File: src/iiu_pkg.sv
package iiu_pkg;

  // Internal arithmetic width: wide enough for every sum and difference of
  // 32-bit endpoints, including twice a point minus an endpoint.
  localparam int IW = 36;

  localparam int IN_TDATA_W  = 192;
  localparam int OUT_TDATA_W = 72;
  localparam int FUNC_W      = 4;

  typedef enum logic [3:0] {
    FN_MINMAX     = 4'd0,
    FN_MINSIZE    = 4'd1,
    FN_MAXSIZE    = 4'd2,
    FN_HAS_POINT  = 4'd3,
    FN_HAS_IVAL   = 4'd4,
    FN_OVERLAPS   = 4'd5,
    FN_DILATE     = 4'd6,
    FN_SHIFT      = 4'd7,
    FN_REFLECT    = 4'd8,
    FN_EXP_POINT  = 4'd9,
    FN_EXP_IVAL   = 4'd10,
    FN_CLIP       = 4'd11,
    FN_EQUAL      = 4'd12
  } iiu_func_t;

  typedef enum logic [1:0] {
    ERR_NONE = 2'd0,
    ERR_MIN  = 2'd1,
    ERR_MAX  = 2'd2,
    ERR_SIZE = 2'd3
  } iiu_err_t;

  // How the back end forms the result interval.
  typedef enum logic [1:0] {
    K_NONE  = 2'd0,
    K_BUILD = 2'd1,
    K_PASS  = 2'd2
  } iiu_kind_t;

  typedef struct packed {
    iiu_kind_t               kind;
    logic signed [IW-1:0]    lo;
    logic signed [IW-1:0]    hi;
    logic        [30:0]      psize;
    logic                    flag;
  } iiu_s2_t;

  function automatic logic signed [IW-1:0] smin(input logic signed [IW-1:0] a,
                                                input logic signed [IW-1:0] b);
    return (a < b) ? a : b;
  endfunction

  function automatic logic signed [IW-1:0] smax(input logic signed [IW-1:0] a,
                                                input logic signed [IW-1:0] b);
    return (a > b) ? a : b;
  endfunction

endpackage

File: src/iiu_build.sv
module iiu_build
  import iiu_pkg::*;
#(
  parameter int ELEMENT_WIDTH = 32
) (
  input  logic          clk,
  input  logic          rst_n,
  input  logic          en,
  input  logic          in_valid,
  input  iiu_s2_t       s2,
  output logic          out_valid,
  output logic [31:0]   res_min,
  output logic [30:0]   res_size,
  output logic          flag,
  output iiu_err_t      error
);

  localparam int CHK = (ELEMENT_WIDTH < IW) ? ELEMENT_WIDTH : IW;

  // A value is in the element range when all bits from the element sign bit
  // upward agree.
  function automatic logic in_rng(input logic signed [IW-1:0] x);
    logic [IW-CHK:0] top_bits;
    top_bits = x[IW-1:CHK-1];
    return (top_bits == '0) || (top_bits == '1);
  endfunction

  logic signed [IW-1:0] lo_s, hi_s;
  logic signed [IW-1:0] sz_nxt;

  logic                 v3_r;
  iiu_kind_t            kind3_r;
  logic                 lt3_r, lo_ok3_r, hi_ok3_r, flag3_r;
  logic signed [IW-1:0] lo3_r, sz3_r;
  logic [30:0]          psize3_r;

  logic                 vo_r;
  logic [31:0]          min_o_r;
  logic [30:0]          size_o_r;
  logic                 flag_o_r;
  iiu_err_t             err_o_r;

  logic signed [IW-1:0] lo_fin, sz_fin;
  iiu_err_t             err_fin;

  assign lo_s   = s2.lo;
  assign hi_s   = s2.hi;
  assign sz_nxt = hi_s - lo_s + IW'(1);

  always_ff @(posedge clk) begin
    if (!rst_n) begin
      v3_r <= 1'b0;
      vo_r <= 1'b0;
    end else if (en) begin
      v3_r <= in_valid;
      vo_r <= v3_r;
    end
  end

  always_ff @(posedge clk) begin
    if (en) begin
      kind3_r  <= s2.kind;
      lt3_r    <= hi_s < lo_s;
      lo_ok3_r <= in_rng(lo_s);
      hi_ok3_r <= in_rng(hi_s);
      lo3_r    <= lo_s;
      sz3_r    <= sz_nxt;
      psize3_r <= s2.psize;
      flag3_r  <= s2.flag;
    end
  end

  always_comb begin
    lo_fin  = '0;
    sz_fin  = '0;
    err_fin = ERR_NONE;
    unique case (kind3_r)
      K_BUILD: begin
        if (lt3_r) begin
          err_fin = ERR_NONE;
        end else if (!lo_ok3_r) begin
          err_fin = ERR_MIN;
        end else if (!hi_ok3_r) begin
          err_fin = ERR_MAX;
        end else if (!in_rng(sz3_r)) begin
          err_fin = ERR_SIZE;
        end else begin
          lo_fin = lo3_r;
          sz_fin = sz3_r;
        end
      end
      K_PASS: begin
        lo_fin = lo3_r;
        sz_fin = {{(IW-31){1'b0}}, psize3_r};
      end
      default: begin
        lo_fin = '0;
      end
    endcase
    // An empty result always reports a zero minimum.
    if (sz_fin == '0) begin
      lo_fin = '0;
    end
  end

  always_ff @(posedge clk) begin
    if (en) begin
      min_o_r  <= lo_fin[31:0];
      size_o_r <= sz_fin[30:0];
      flag_o_r <= flag3_r;
      err_o_r  <= err_fin;
    end
  end

  assign out_valid = vo_r;
  assign res_min   = min_o_r;
  assign res_size  = size_o_r;
  assign flag      = flag_o_r;
  assign error     = err_o_r;

endmodule

File: src/integer_interval_unit_top.sv
// Integer interval unit. Each input word carries an operation code in
// in_tuser and two intervals (minimum and size, size zero meaning empty) plus
// two values in in_tdata; each accepted word yields exactly one output word
// holding the result interval, a boolean flag and an overflow code. The unit
// is a four-stage pipeline: operand widening and maxima, operation select,
// endpoint range checks and size, then result formation. It accepts one word
// every cycle while in_tready is high. The whole pipeline advances together,
// so in_tready drops only while a finished word sits on the output and
// out_tready is low.
module integer_interval_unit_top
  import iiu_pkg::*;
#(
  parameter int ELEMENT_WIDTH = 32
) (
  input  logic                   clk,
  input  logic                   rst_n,
  input  logic                   in_tvalid,
  output logic                   in_tready,
  // a_min[31:0], a_size[62:32], b_min[94:63], b_size[125:95],
  // value_a[157:126], value_b[189:158], zero fill[191:190]
  input  logic [IN_TDATA_W-1:0]  in_tdata,
  // func[3:0]
  input  logic [FUNC_W-1:0]      in_tuser,
  output logic                   out_tvalid,
  input  logic                   out_tready,
  // res_min[31:0], res_size[62:32], flag[63], error[65:64], zero fill[71:66]
  output logic [OUT_TDATA_W-1:0] out_tdata
);

  logic en;

  logic                 v1_r, v2_r;
  iiu_func_t            func1_r;
  logic signed [IW-1:0] amin1_r, amax1_r, bmin1_r, bmax1_r, va1_r, vb1_r;
  logic [30:0]          asz1_r, bsz1_r;
  logic                 ae1_r, be1_r;

  logic signed [IW-1:0] amin_in, bmin_in, va_in, vb_in;
  logic signed [IW-1:0] amax1_nxt, bmax1_nxt;
  logic [30:0]          asz_in, bsz_in;

  iiu_s2_t              s2_nxt, s2_r;
  logic signed [IW-1:0] va2x;

  logic                 res_valid;
  logic [31:0]          res_min;
  logic [30:0]          res_size;
  logic                 res_flag;
  iiu_err_t             res_err;

  assign en        = !res_valid || out_tready;
  assign in_tready = en;

  assign amin_in = {{(IW-32){in_tdata[31]}},  in_tdata[31:0]};
  assign asz_in  = in_tdata[62:32];
  assign bmin_in = {{(IW-32){in_tdata[94]}},  in_tdata[94:63]};
  assign bsz_in  = in_tdata[125:95];
  assign va_in   = {{(IW-32){in_tdata[157]}}, in_tdata[157:126]};
  assign vb_in   = {{(IW-32){in_tdata[189]}}, in_tdata[189:158]};

  assign amax1_nxt = amin_in + {{(IW-31){1'b0}}, asz_in} - IW'(1);
  assign bmax1_nxt = bmin_in + {{(IW-31){1'b0}}, bsz_in} - IW'(1);

  always_ff @(posedge clk) begin
    if (!rst_n) begin
      v1_r <= 1'b0;
      v2_r <= 1'b0;
    end else if (en) begin
      v1_r <= in_tvalid;
      v2_r <= v1_r;
    end
  end

  always_ff @(posedge clk) begin
    if (en) begin
      func1_r <= iiu_func_t'(in_tuser);
      amin1_r <= amin_in;
      amax1_r <= amax1_nxt;
      bmin1_r <= bmin_in;
      bmax1_r <= bmax1_nxt;
      va1_r   <= va_in;
      vb1_r   <= vb_in;
      asz1_r  <= asz_in;
      bsz1_r  <= bsz_in;
      ae1_r   <= (asz_in == '0);
      be1_r   <= (bsz_in == '0);
    end
  end

  assign va2x = va1_r <<< 1;

  always_comb begin
    s2_nxt = '{kind: K_NONE, lo: '0, hi: '0, psize: '0, flag: 1'b0};
    unique case (func1_r)
      FN_MINMAX: begin
        s2_nxt.kind = K_BUILD;
        s2_nxt.lo   = va1_r;
        s2_nxt.hi   = vb1_r;
      end
      FN_MINSIZE: begin
        if (!vb1_r[IW-1] && (vb1_r != '0)) begin
          s2_nxt.kind = K_BUILD;
          s2_nxt.lo   = va1_r;
          s2_nxt.hi   = va1_r + vb1_r - IW'(1);
        end
      end
      FN_MAXSIZE: begin
        if (!vb1_r[IW-1] && (vb1_r != '0)) begin
          s2_nxt.kind = K_BUILD;
          s2_nxt.lo   = va1_r - vb1_r + IW'(1);
          s2_nxt.hi   = va1_r;
        end
      end
      FN_HAS_POINT: begin
        s2_nxt.flag = !ae1_r && (va1_r >= amin1_r) && (va1_r <= amax1_r);
      end
      FN_HAS_IVAL: begin
        s2_nxt.flag = be1_r || (!ae1_r && (bmin1_r >= amin1_r) && (bmax1_r <= amax1_r));
      end
      FN_OVERLAPS: begin
        s2_nxt.flag = !ae1_r && !be1_r && !((amin1_r > bmax1_r) || (amax1_r < bmin1_r));
      end
      FN_DILATE: begin
        if (!ae1_r) begin
          s2_nxt.kind = K_BUILD;
          s2_nxt.lo   = amin1_r - va1_r;
          s2_nxt.hi   = amax1_r + va1_r;
        end
      end
      FN_SHIFT: begin
        if (!ae1_r) begin
          s2_nxt.kind = K_BUILD;
          s2_nxt.lo   = amin1_r + va1_r;
          s2_nxt.hi   = amax1_r + va1_r;
        end
      end
      FN_REFLECT: begin
        if (!ae1_r) begin
          s2_nxt.kind = K_BUILD;
          s2_nxt.lo   = va2x - amax1_r;
          s2_nxt.hi   = va2x - amin1_r;
        end
      end
      FN_EXP_POINT: begin
        s2_nxt.kind = K_BUILD;
        if (ae1_r) begin
          s2_nxt.lo = va1_r;
          s2_nxt.hi = va1_r;
        end else begin
          s2_nxt.lo = smin(va1_r, amin1_r);
          s2_nxt.hi = smax(va1_r, amax1_r);
        end
      end
      FN_EXP_IVAL: begin
        // An empty side leaves the other operand unchanged, unchecked.
        if (be1_r) begin
          s2_nxt.kind  = K_PASS;
          s2_nxt.lo    = amin1_r;
          s2_nxt.psize = asz1_r;
        end else if (ae1_r) begin
          s2_nxt.kind  = K_PASS;
          s2_nxt.lo    = bmin1_r;
          s2_nxt.psize = bsz1_r;
        end else begin
          s2_nxt.kind = K_BUILD;
          s2_nxt.lo   = smin(amin1_r, bmin1_r);
          s2_nxt.hi   = smax(amax1_r, bmax1_r);
        end
      end
      FN_CLIP: begin
        if (!ae1_r && !be1_r) begin
          s2_nxt.kind = K_BUILD;
          s2_nxt.lo   = smax(amin1_r, bmin1_r);
          s2_nxt.hi   = smin(amax1_r, bmax1_r);
        end
      end
      FN_EQUAL: begin
        s2_nxt.flag = (asz1_r == bsz1_r) && (ae1_r || (amin1_r == bmin1_r));
      end
      default: begin
        s2_nxt.kind = K_NONE;
      end
    endcase
  end

  always_ff @(posedge clk) begin
    if (en) begin
      s2_r <= s2_nxt;
    end
  end

  iiu_build #(
    .ELEMENT_WIDTH (ELEMENT_WIDTH)
  ) u_build (
    .clk       (clk),
    .rst_n     (rst_n),
    .en        (en),
    .in_valid  (v2_r),
    .s2        (s2_r),
    .out_valid (res_valid),
    .res_min   (res_min),
    .res_size  (res_size),
    .flag      (res_flag),
    .error     (res_err)
  );

  assign out_tvalid = res_valid;
  assign out_tdata  = {6'b0, res_err, res_flag, res_size, res_min};

endmodule

File: config.mk
export PLATFORM = sky130hd
export DESIGN_NAME = integer_interval_unit_top
export DESIGN_NICKNAME = d
export VERILOG_FILES = /design/src/iiu_pkg.sv /design/src/iiu_build.sv /design/src/integer_interval_unit_top.sv
export SDC_FILE = /design/constraint.sdc
export NUM_CORES = 2
export LEC_CHECK = 0
export BUFFER_PORTS_ARGS = -buffer_cell sky130_fd_sc_hd__buf_2
export CAP_MARGIN = 5
export CELL_PAD_IN_SITES_DETAIL_PLACEMENT = 1
export CELL_PAD_IN_SITES_GLOBAL_PLACEMENT = 2
export CORE_UTILIZATION = 30
export DETAILED_ROUTE_END_ITERATION = 10
export PLACE_DENSITY = 0.75
export SYNTH_ARGS = -nofsm -noshare
export SYNTH_HDL_FRONTEND = slang
export SYNTH_HIERARCHICAL = 1
export SYNTH_SLANG_ARGS = --single-unit
File: constraint.sdc
create_clock -name clk -period 23.2 [get_ports clk]
set_input_delay 2.32 -clock clk [delete_from_list [all_inputs] [get_ports clk]]
set_output_delay 2.32 -clock clk [all_outputs]
set_load 0.02 [all_outputs]
==> impl_metrics.csv <==
group,metric,value,unit
run_status,outcome,"completed",
sta,finalHoldViolCount,0,
synth,ys_ff_latch,545,
clock_network,clockBufferDepth,3,
global_route,grt_pass1_vias,39586,
floorplan,chipWidth,394,um
setup_path,path_max_fanout,31,
synth,synth-compound-area-share,20.2,%
clock_network,root_buffer,"clkbuf_16",
synth,synthCells,4889,
global_route,grt_start_max_net_pins,157,
synth,synthTopCellsByArea,"edfxtp_1, ha_1, inv_1",
power,vdd_drop_max,0.0000544,V
setup_path,path_class,"flop to flop",
sta,drv_slew,0,
global_route,overflow,0,
synth,yosysWarnings,6,
power,p_leak,23.6,nW
clock_network,htreeDepth,3,
clock_network,cts_sinks,545,
synth,synth_xor_area_share,5.19,%
layout,drive_gt1_share,9.72,%
synth,ys_types,93,
placement,post-place-ws,16.63,ns
synth,yosys.area_share.simple,12.6,%
floorplan,ioPinCount,274,
synth,synthFlopType,"edfxtp_1",
sta,worst_clock_skew,0.0305,ns
setup_path,end_kind,"flop",
clock_network,postCtsHoldBufs,0,
placement,placed_cell_area,49900,um^2
synth,synth-edff-count,541,
layout,final_cell_area,52300,um^2
setup_path,cp-startpoint,"va1_r[31]$_DFFE_PP_",
clock_network,cts_tree,"yes",
layout,nFillCells,17606,
synth,synth_most_common_cell,"inv_1",
sta,worst_slack,16.61,ns
setup_path,critPathTopFamily,"simple AND/OR/NAND/NOR gates",
worst_hold_path,min_from,"u_build/flag3_r$_DFFE_PP_",
synth,synth_seq_area_share,35.5,%
floorplan,dieArea,155000,um^2
detailed_routing,drtIter0Drc,3757,
detailed_routing,postRouteAntennaNets,0,
sta,holdWs,0.409,ns
placement,place_congestion,0.941,
synth,yosysTopAreaCellShare,35.3,%
synth,synth_top_family_by_area,"compound AO/OA/AOI/OAI gates",
clock_network,cts.repair.resized,0,
sta,worst_slew_pin_slew,1.24,ns
detailed_routing,viasPerCell,5.47,
sta,setup-tns-final,0,ns
setup_path,path_common_cell,"buf_4",
clock_network,cts_made_buffers,71,
global_route,antenna_found_initial,9,
floorplan,rows,143,
synth,yosys.area.top_type,"edfxtp_1",
power,p_total,4.68,mW
synth,synthTopCellsByCount,"inv_1, ha_1, edfxtp_1",
sta,max_slew_margin,16.7,%
floorplan,die_h,394,um
placement,io_buffers,265,
setup_path,crit_slowest_cell,"nor4_2",
setup_path,worstPathBufferInverterCount,3,
sta,clock.fmax,0.152,GHz
detailed_routing,drc,0,
setup_path,cp.arrival,6.86,ns
sta,period_needed,6.59,ns
clock_network,cts_setup_buffers,0,
floorplan,coreArea,152000,um^2
setup_path,crit_chain,"buf_4 -> ha_1 -> nand4_1 -> nor4_2 -> nand3_1 -> and2_1 -> a32oi_1 -> nand3_1 -> buf_4 -> a21o_1 -> buf_4 -> a221o_1 -> a221oi_1 -> o221ai_1",
detailed_routing,wl,198000,um
global_route,grtUsageTotal,24.9,%
power,power_density,89.3,nW/um^2
synth,async_flop_share,0,%
setup_path,r2r-start,"va1_r[31]$_DFFE_PP_",
synth,synthAdderAreaFrac,18.9,%
detailed_routing,wl_per_cell,27.4,um
layout,fin_nets,6040,
job,drv_cap,0,
sta,setup_viol,0,
synth,synth_mux_area_share,0.878,%
worst_hold_path,hp-class,"flop to flop",
placement,dpl.hpwl,162000,um
global_route,grt_pass1_wl,280000,um
floorplan,start_util,30.3,%
setup_path,slowest_delay,1.05,ns
setup_path,crit_required,23.48,ns
clock_network,clk_latency,0.69,ns
synth,syn_area,46000,um^2
sta,rsz0062_at_grt,"no",
setup_path,start_kind,"flop",
clock_network,clk_pin_slew,0.07,ns
detailed_routing,first_pass_iters,8,
detailed_routing,vias,39694,
synth,syn_area_per_cell,9.42,um^2
layout,area_growth,13.7,%
sta,fin_crit_sh,28.4,%
layout by cell type (no fill, tap or decap), drive strengths merged, types with 36 or more instances in the layout:
master  netlist  routed
a22oi        61      61
edfxtp      541     541
o211ai       45      45
a21oi       352     352
mux2i        37      37
buf          26     330
a221oi       36      36
a211oi       52      52
a22o         41      41
nor2b        64      64
a222oi       44      44
o21ai       252     252
nor2        313     313
xnor2       189     189
nand2b       62      62
nand4        75      75
and2         51      51
nor4         58      58
o21bai       47      47
nand2       263     263
o21a         41      41
nor3         82      82
ha          653     653
xor2         84      84
nand3        73      73
inv         672     675
clkbuf      111      83
a21o        124     124
worst paths after layout:
| kind | to | slack (ns) | cells after the start |
|---|---|---|---|
| worst max-delay path | s2_r[60]$_DFFE_PP_ | 16.61 | 14 |
| worst min-delay path | u_build/flag$_DFFE_PP_ | 0.41 | 0 |
| worst max register to register | s2_r[60]$_DFFE_PP_ | 16.61 | 14 |
| worst min register to register | u_build/flag$_DFFE_PP_ | 0.41 | 0 |
power by group:
group / internal, mW / switching (mW) / leakage [nW]
sequential: 1.28 / 0.176 / 6.07
combinational: 0.763 / 1.31 / 16.3
clock: 0.666 / 0.477 / 1.15
total: 2.71 / 1.96 / 23.6
state kept, by name (all words and copies together), names as in the netlist, 31 cells and up:
signal / count
amax1_r: 34
u_build/res_size: 31
s2_r: 106
u_build/psize3_r: 31
u_build/lo3_r: 32
bmax1_r: 34
u_build/res_min: 32
vb1_r: 32
u_build/sz3_r: 36
bsz1_r: 31
va1_r: 32
asz1_r: 31
amin1_r: 32
bmin1_r: 32
metal layers:
metal,GRT usage (%),vias to the layer above,share of wire [%],routed length (um)
met2,41.2,1223,46,92100
li1,-,18483,-,-
met1,33.3,19717,45,88300
met5,0,-,0,0
met4,9.44,0,4.1,8140
met3,2.63,271,4.9,9770
area by class of cell:
| cell class | instances | area (um^2) | share of cell area, % |
|---|---|---|---|
| Multi-Input combinational cell | 3540 | 26700 | 51.0 |
| Timing Repair Buffer | 330 | 1840 | 3.51 |
| Tap cell | 2030 | 2540 | 4.85 |
| Antenna cell | 6 | 15.0 | 0.0287 |
| Clock buffer | 83 | 1840 | 3.52 |
| Clock inverter | 45 | 541 | 1.03 |
| Inverter | 672 | 2520 | 4.82 |
| Sequential cell | 545 | 16300 | 31.2 |
worst reg2reg max path, cell delays in order (launching register included):
cell	delay [ns]
edfxtp_1	0.37
buf_4	0.22
ha_1	0.58
nand4_1	0.32
nor4_2	1.05
nand3_1	0.71
and2_1	0.41
a32oi_1	0.19
nand3_1	0.34
buf_4	0.37
a21o_1	0.35
buf_4	0.25
a221o_1	0.40
a221oi_1	0.20
o221ai_1	0.43
stage by stage:
stage / utilization, % / instances
after global routing: 34.4 / 7245
final: 34.4 / 7251
after global placement: 32.8 / 7117
after detailed placement: 32.8 / 7117
after floorplan: - / 4894
after CTS: 34.4 / 7245
kinds of logic (layout without fill, tap and decap cells):
family | Yosys count | after routing
xor+xnor | 273 | 273
compound gates | 1373 | 1373
flops | 545 | 545
simple gates | 1168 | 1168
fa+ha+maj | 680 | 680
mux | 40 | 40
other cells | 1 | 12
buf+inv | 809 | 1130
(Power assumes the default switching activity.)
